<file path="src/hdl/utp_pkg.sv">
// Shared types, constants and the code point map for the UTF-8 transcoder
package utp_pkg;

  localparam logic [7:0] UNSUP_CHAR = 8'hA8;
  localparam logic [2:0] LEAD2_TAG  = 3'b110;
  localparam logic [3:0] LEAD3_TAG  = 4'b1110;
  localparam logic [4:0] LEAD4_TAG  = 5'b11110;
  localparam logic [1:0] SKIP_LEAD3 = 2'd2;
  localparam logic [1:0] SKIP_OTHER = 2'd3;

  typedef struct packed {
    logic       vld;
    logic [7:0] code;
    logic       bad;
  } utp_res_t;

  function automatic logic [7:0] map_cp(input logic [10:0] cp);
    logic [7:0] ch;
    case (cp)
      11'h0E1: ch = 8'hA0;
      11'h0ED: ch = 8'hA1;
      11'h171: ch = 8'h96;
      11'h151: ch = 8'h93;
      11'h0FC: ch = 8'h81;
      11'h0F6: ch = 8'h94;
      11'h0FA: ch = 8'hA3;
      11'h0F3: ch = 8'hA2;
      11'h0E9: ch = 8'h82;
      11'h0C1: ch = 8'h8E;
      11'h0CD: ch = 8'h8B;
      11'h170: ch = 8'h98;
      11'h150: ch = 8'h97;
      11'h0DC: ch = 8'h9A;
      11'h0D6: ch = 8'h99;
      11'h0DA: ch = 8'h8C;
      11'h0D3: ch = 8'h8D;
      11'h0C9: ch = 8'h90;
      default: ch = UNSUP_CHAR;
    endcase
    return ch;
  endfunction

endpackage

</file>
<file path="src/hdl/utf8_to_codepage_transcoder.sv">
// Top level: UTF-8 byte stream to modified code page 437 characters
// A byte accepted into the input register reaches out_tvalid through the result register.
// Throughput: one byte per cycle unless a held result stalls on out_tready; skipped and awaiting bytes give no output.
// The sequence decoder state advances once per byte.
// Reset (rst_n low, synchronous) empties both register stages and clears
// the pending skip count and two-byte lead state.
module utf8_to_codepage_transcoder (
  input  logic       clk,
  input  logic       rst_n,
  input  logic       in_tvalid,
  output logic       in_tready,
  input  logic [7:0] in_tdata,   // [7:0] data_byte
  input  logic       in_tlast,   // text_last
  output logic       out_tvalid,
  input  logic       out_tready,
  output logic [7:0] out_tdata,  // [7:0] char_code
  output logic       out_tuser   // [0] bad_lead
);

  logic       in_v_r;
  logic [7:0] in_byte_r;
  logic       in_last_r;
  logic       out_v_r;
  logic [7:0] out_code_r;
  logic       out_bad_r;
  logic       adv;
  utp_pkg::utp_res_t res;

  utp_step u_step (
    .clk       (clk),
    .rst_n     (rst_n),
    .step_en   (adv),
    .data_byte (in_byte_r),
    .text_last (in_last_r),
    .res       (res)
  );

  assign adv       = in_v_r && (!res.vld || !out_v_r || out_tready);
  assign in_tready = !in_v_r || adv;

  always_ff @(posedge clk) begin
    if (!rst_n) begin
      in_v_r <= 1'b0;
    end else if (in_tready) begin
      in_v_r <= in_tvalid;
    end
  end

  always_ff @(posedge clk) begin
    if (in_tvalid && in_tready) begin
      in_byte_r <= in_tdata;
      in_last_r <= in_tlast;
    end
  end

  always_ff @(posedge clk) begin
    if (!rst_n) begin
      out_v_r <= 1'b0;
    end else if (adv && res.vld) begin
      out_v_r <= 1'b1;
    end else if (out_tready) begin
      out_v_r <= 1'b0;
    end
  end

  always_ff @(posedge clk) begin
    if (adv && res.vld) begin
      out_code_r <= res.code;
      out_bad_r  <= res.bad;
    end
  end

  assign out_tvalid = out_v_r;
  assign out_tdata  = out_code_r;
  assign out_tuser  = out_bad_r;

endmodule

</file>
<file path="src/hdl/utp_step.sv">
// Per-byte decoder: sequence state and the code point to code page mapping
module utp_step (
  input  logic                clk,
  input  logic                rst_n,
  input  logic                step_en,
  input  logic [7:0]          data_byte,
  input  logic                text_last,
  output utp_pkg::utp_res_t   res
);

  logic [1:0] skip_r, skip_nxt;
  logic       await_r, await_nxt;
  logic [4:0] lead_r, lead_nxt;

  always_comb begin
    skip_nxt  = skip_r;
    await_nxt = await_r;
    lead_nxt  = lead_r;
    res.vld   = 1'b0;
    res.code  = utp_pkg::UNSUP_CHAR;
    res.bad   = 1'b0;
    if (skip_r != 2'd0) begin
      skip_nxt = skip_r - 2'd1;
    end else if (await_r) begin
      res.vld   = 1'b1;
      res.code  = utp_pkg::map_cp({lead_r, data_byte[5:0]});
      await_nxt = 1'b0;
    end else if (data_byte inside {[8'h00:8'h7F]}) begin
      res.vld  = 1'b1;
      res.code = data_byte;
    end else if (data_byte[7:5] == utp_pkg::LEAD2_TAG) begin
      lead_nxt = data_byte[4:0];
      if (text_last) begin
        // lead at end of text: zero continuation
        res.vld  = 1'b1;
        res.code = utp_pkg::map_cp({data_byte[4:0], 6'd0});
      end else begin
        await_nxt = 1'b1;
      end
    end else if (data_byte[7:4] == utp_pkg::LEAD3_TAG) begin
      res.vld  = 1'b1;
      skip_nxt = utp_pkg::SKIP_LEAD3;
    end else begin
      res.vld  = 1'b1;
      res.bad  = (data_byte[7:3] != utp_pkg::LEAD4_TAG);
      skip_nxt = utp_pkg::SKIP_OTHER;
    end
    if (text_last) begin
      skip_nxt  = 2'd0;
      await_nxt = 1'b0;
    end
  end

  always_ff @(posedge clk) begin
    if (!rst_n) begin
      skip_r  <= 2'd0;
      await_r <= 1'b0;
      lead_r  <= 5'd0;
    end else if (step_en) begin
      skip_r  <= skip_nxt;
      await_r <= await_nxt;
      lead_r  <= lead_nxt;
    end
  end

endmodule

</file>
<file path="config.mk">
export PLATFORM = sky130hd
export DESIGN_NAME = utf8_to_codepage_transcoder
export DESIGN_NICKNAME = d
export VERILOG_FILES = /design/src/hdl/utp_pkg.sv /design/src/hdl/utf8_to_codepage_transcoder.sv /design/src/hdl/utp_step.sv
export SDC_FILE = /design/constraint.sdc
export NUM_CORES = 1
export LEC_CHECK = 0
export BUFFER_PORTS_ARGS = -buffer_cell sky130_fd_sc_hd__buf_2
export CORE_ASPECT_RATIO = 1.5
export CORE_UTILIZATION = 25
export CTS_CLUSTER_SIZE = 8
export DETAILED_ROUTE_END_ITERATION = 6
export GPL_TIMING_DRIVEN = 0
export PLACE_DENSITY_LB_ADDON = 0.1
export REMOVE_ABC_BUFFERS = 1
export SETUP_SLACK_MARGIN = 0.4
export SYNTH_ARGS = -nofsm -noshare
export SYNTH_HDL_FRONTEND = slang
export SYNTH_SLANG_ARGS = --single-unit
</file>
<file path="constraint.sdc">
create_clock -name clk -period 4.2 [get_ports clk]
set_clock_uncertainty 0.05 [all_clocks]
set_input_delay 0.21 -clock clk [delete_from_list [all_inputs] [get_ports clk]]
set_output_delay 0.21 -clock clk [all_outputs]
set_load 0.005 [all_outputs]
</file>
* Yosys cells after proc, flatten, opt, wreduce, memory -nomap -nowiden
Index checks and enable logic that the tools add are counted.
** Word-level totals
- Register bits :: 28
- Input bits :: 13
- Output and inout bits :: 11
- Logic and storage cells :: 80
** Cells by class
- Add/subtract/negate cells :: 1
- Order comparisons :: 2
- Equality and inequality tests :: 25
- Multiplexer cells :: 24
- Bitwise gates (word level) :: 3
- Reduce and logical (&&, ||, !) cells :: 16
** Operators with widths (number)
- equality test 11 x 8 -> 1 bit, second input constant :: 14
- case mux 6 bit (18 select lines) :: 1
- equality test 11 x 9 -> 1 bit, second input constant :: 4
- 2-to-1 mux 9 bit :: 3
- 2-to-1 mux 1 bit :: 13
- 2-to-1 mux 10 bit :: 1
- 2-to-1 mux 2 bit :: 5
- greater-or-equal comparator 8 x 1 -> 1 bit, second input constant :: 1
- less-or-equal comparator 8 x 7 -> 1 bit, second input constant :: 1
- 2-to-1 mux 8 bit :: 1
- != test 3 x 2 -> 1 bit, second input constant :: 2
- != test 5 bit, second input constant :: 1
- AND reduction 5 bit :: 1
- OR reduction 5 bit :: 1
- equality test 4 bit, second input constant :: 1
- logical AND 1 bit :: 4
- AND reduction 4 bit :: 1
- nonzero test 2 bit :: 2
- equality test 3 bit, second input constant :: 1
- logical NOT 1 bit :: 3
- logical OR 1 bit :: 3
- != test 3 bit, second input constant :: 1
- inverter 1 bit :: 3
- != test 2 bit, second input constant :: 1
- other kinds (2) :: 2

* Depth between registers and ports, before layout
- Word-level depth :: 12
- Gate-level depth with buffers :: 8
- Mapped depth without buffers :: 7

* Cells and area by module
Synthesis repeated with hierarchy kept, for this count alone.
** Unflattened totals
- Cell total of the unflattened synthesis :: 175
- Area total of the unflattened synthesis :: 1676.6 µm²
** By module, submodules not included
- utp_step :: times used 1, cells each 145, area each 1018.5 µm², sequential area each 160.2 µm²
- utf8_to_codepage_transcoder :: times used 1, cells each 30, area each 658.1 µm², sequential area each 580.6 µm²

* Worst setup path after synthesis
OpenSTA, ideal clock, no wires.
- Path kind :: reg2reg
- From :: register in_byte_r[5]
- To :: register out_code_r[0] (netlist: out_tdata[0]) (enable)
- Library setup time :: 0.374 ns
- Data arrival time :: 1.532 ns
- Required time :: 3.776 ns
- Setup slack :: 2.244 ns
- Stages on the path, launching flop included :: 5
- Buffers on the path :: 0
- Clock period less this slack :: 1.956 ns
- Cells stage by stage :: edfxtp_1 > nand2b_1 > o31ai_1 > o21ai_0 > nor2_1
** Between the ends
- Word-level cells in the longest chain between the ends :: 10
- Elaborated cells on any way between the ends :: 13
- Classes of those cells :: order compare (2); eq/ne (1); mux (4); reduce/logical (6)
** Ends and longest elaborated chain
- start, declared :: line utf8_to_codepage_transcoder.sv:21 : logic [7:0] in_byte_r;
- start signal, assigned :: line utf8_to_codepage_transcoder.sv:51 : in_byte_r <= in_tdata;
- greater-or-equal comparator 8 x 1 -> 1 bit, or another cell as far along :: line utp_step.sv:28 : end else if (data_byte inside {[8'h00:8'h7F]}) begin
- logical AND 1 bit / 2-to-1 mux 1 bit (equally long branches) :: line utp_step.sv:28, utp_step.sv:31
- 2-to-1 mux 9 bit * :: line utp_step.sv:28
- 2-to-1 mux 9 bit * :: line utp_step.sv:24 : end else if (await_r) begin
- 2-to-1 mux 10 bit * :: line utp_step.sv:22 : if (skip_r != 2'd0) begin
- logical NOT 1 bit :: line utf8_to_codepage_transcoder.sv:38 : assign adv = in_v_r && (!res.vld || !out_v_r || out_tready);
- logical OR 1 bit (2 in series) :: line utf8_to_codepage_transcoder.sv:38
- logical AND 1 bit :: line utf8_to_codepage_transcoder.sv:38
- logical AND 1 bit * :: line utf8_to_codepage_transcoder.sv:67 : if (adv && res.vld) begin
- end signal, assigned :: line utf8_to_codepage_transcoder.sv:68 : out_code_r <= res.code;
- end, declared :: line utf8_to_codepage_transcoder.sv:24 : logic [7:0] out_code_r;
Mark *: on every way between the ends. The rest lies on a longest branch, timed or not.
A chain may end at the register's enable or synchronous reset.

* Worst setup path after layout
- From :: register in_byte_r[5]
- To :: register out_code_r[1] (netlist: out_tdata[1]) (enable)
The elaborated chain is that of the path after synthesis.

==> summary.md <==
| Metric | Value |
|---|---|
| Status | `completed` |
| Post-synth EDFFs | `18` |
| Simple-Gate Fraction of Synth Area | `27.46%` |
| Max-slew violations | `0` |
| Remaining Overflow, GRT | `0` |
| Internal power | `466.2 uW` |
| Largest net degree at the start of global routing | `20` |
| Synthesized cell area | `0.001727 mm^2` |
| Area contributors post-synth | `edfxtp_1 31%, dfxtp_1 12%, nor2b_1 3.6%` |
| Most frequent cells in the layout | `23 x buf_2, 18 x edfxtp_1, 10 x nand3_1, 10 x nor2b_1, 10 x dfxtp_1` |
| Synth Area in Adders | `1.304%` |
| All-Layer GR Usage | `11.95%` |
| Layout area overhead | `13.33%` |
| Hold Path Cell Cnt | `1` |
| WHS | `0.04602 ns` |
| Die H | `103.8 um` |
| Setup crit end kind | `flop` |
| Worst setup path class | `reg -> reg` |
| Setup Buffers After CTS | `0` |
| Share of layout cells above drive strength 1 | `17.17%` |
| Routed wire length per instance | `15.88 um` |
| CTS sink cnt | `28` |
| Placed insts | `270` |
| Seq/Total Area, Yosys | `42.90%` |
| Worst endpoint required time | `4.06 ns` |
| CTS clk-pin slew, worst paths | `0.11 ns` |
| Starting DRT DRC Count | `93` |
| Full die area | `0.007250 mm^2` |
| Vias in the first global route | `1448` |
| Buffers on Ports | `23` |
| Number of diodes | `0` |
| Unrepaired setup endpoints after global routing | `no` |
| Clk network pwr share | `35.2%` |
| R2r startpoint | `in_byte_r[5]` |
| Final Core Density | `29.76%` |
| Static leakage | `0.0006644 uW` |
| Antenna Nets Post-Route | `0` |
| Fill count | `682` |
| Final cell count without fillers | `274` |
| Net Switching | `146.7 uW` |
| CP startpoint kind | `flop` |
| Final setup margin | `1.702 ns` |
| Via density | `5.394` |
| WP data arrival | `2.36 ns` |
| Area leader, netlist | `edfxtp_1` |
| Max Fclk | `0.4003 GHz` |
| Total Negative Setup Slacks | `0 ns` |
| Compound-Gate Fraction of Synth Area | `18.99%` |
| Worst Hold Class | `in -> reg` |
| DR pass1 iterations | `4` |
| Switch share | `23.94%` |
| Hold endpoint | `in_byte_r[7]` |
| H-tree depth | `1` |
| Insertion delay to the later sink of the worst-skew pair | `0.28 ns` |
| Antenna violations before repair | `0` |
| CP max FO | `16` |
| DR DRC count | `0` |
| Core footprint | `0.006576 mm^2` |
| Final Hold Fails | `0` |
| Reg2Reg Setup Slack | `1.70 ns` |
| Post-Synthesis Cells | `182` |
| Via count | `1478` |
| IO Pins | `24` |
| Post-synth cell types | `55` |
| Dpl ws | `1.667 ns` |
| Synth Area per Inst | `9.487 um^2` |
| Global-route wire length before repair | `7.065 mm` |
| Post-synthesis mux area share | `2.899%` |
| Asr flop ratio synth | `0%` |
| Synth Register Bits | `28` |
| Period utilization | `59.48%` |
| Worst-Margin Slew | `0.7176 ns` |
| Post-synth top area share | `31.30%` |
| Worst relative slew slack | `51.98%` |
| Root Buffer | `clkbuf_8` |
| Largest family of logic cells by synthesized area | `simple AND/OR/NAND/NOR gates` |
| Total CTS buffers | `3` |
| TritonCTS clock tree | `yes` |
| Row count | `36` |
| Pwr Density | `313.2 mW/mm^2` |
| DIE WIDTH | `69.86 um` |
| Max-cap violations | `0` |
| Final setup fails | `0` |
| CTS Hold Bufs | `0` |
| Post-DP HPWL | `3.262 mm` |
| Yosys warnings | `0` |
| CTS Buffer Depth | `2` |
| Final GP Congestion | `0.8426` |
| Worst hold start | `in_tdata[7]` |
| Combinational share of power | `11.0%` |
| Nets | `213` |
| Starting Density | `26.26%` |
| Most common cell after layout, fill and taps aside | `buf_2` |
| Final WL | `4.352 mm` |
| Post-synth top flop | `edfxtp_1` |
| Seq pwr share | `53.7%` |
| Reg2reg end | `out_tdata[1]` |
| Post-Synth XOR/XNOR Area | `1.522%` |
| VDD IR-drop max | `160.0 uV` |
| Post-CTS Resized | `0` |
| Reg2Reg Depth | `4` |
| Time the worst path needs with I/O delays and setup | `2.498 ns` |
power groups by stage:
stage | registers [uW] | clock network (uW) | logic (uW)
floorplan | 329 | 0 | 44.6
detailed placement | 335 | 0 | 67.5
global placement | 335 | 0 | 66.4
finish | 329 | 216 | 67.7
CTS | 329 | 223 | 67.8
global route | 332 | 237 | 75.9
synth_stat cells, types with 3 or more instances:
library cell  instances
and2_1                6
a21boi_0              3
nor2b_1              10
nand4_1               6
inv_1                 9
dfxtp_1              10
nand2_1               8
a21oi_1               5
mux2i_1               5
nor2_1                8
buf_2                 7
o21ai_0               8
nand2b_1              7
clkbuf_1              3
nand3_1              10
o22ai_1               4
a31oi_1               6
edfxtp_1             18
final cells by class:
type / count / area (um^2) / share of cell area [%]
Inverter: 9 / 33.78 / 1.726
Timing Repair Buffer: 23 / 115.1 / 5.882
Sequential cell: 28 / 740.7 / 37.85
Clock buffer: 3 / 41.29 / 2.110
Multi-Input combinational cell: 134 / 900.9 / 46.04
Tap cell: 76 / 95.09 / 4.859
Clock inverter: 1 / 30.03 / 1.535
per-layer routing:
metal  global-route usage (%)  part of all wire, %
met4                    7.000                  3.2
met2                    19.09                   49
met5                        0                    0
met3                    2.335                  5.1
met1                    14.73                   43
critical path, cell delays in order (launching register included):
cell      delay (ns)
edfxtp_1        0.65
nand2b_1        0.27
o31ai_1         0.35
o21ai_0         0.22
nor2_1          0.59
kinds of logic after synthesis:
group	after synthesis
mux	5
compound gates	47
buf+inv	20
simple gates	77
flops	28
xor+xnor	3
fa+ha+maj	2
flip-flops by register name, summed over array words and instances (netlist names):
name and flops:
u_step.lead_r 5, in_last_r 1, u_step.await_r 1, in_byte_r 8, u_step.skip_r 2, in_v_r 1, out_tvalid 1, out_tuser 1
out_tdata 8
how the worst max path moves through the flow:
stage / slack [ns] / to / from / cells past startpoint
floorplan: 2.12 / out_tdata[0] / in_byte_r[5] / 4
finish: 1.70 / out_tdata[1] / in_byte_r[5] / 4
global placement: 1.75 / out_tdata[0] / in_byte_r[5] / 4
detailed placement: 1.67 / out_tdata[1] / in_byte_r[5] / 4
global route: 1.41 / out_tdata[3] / in_byte_r[5] / 4
CTS: 1.65 / out_tdata[1] / in_byte_r[5] / 4
stage by stage:
stage,total power (uW),cell area [um^2]
final,612.9,1957
after global routing,644.3,1957
after CTS,619.8,1957
after detailed placement,403.0,1886
after global placement,401.6,1886
after floorplan,373.4,1675
Note: power is estimated with default switching activity, not from simulation.
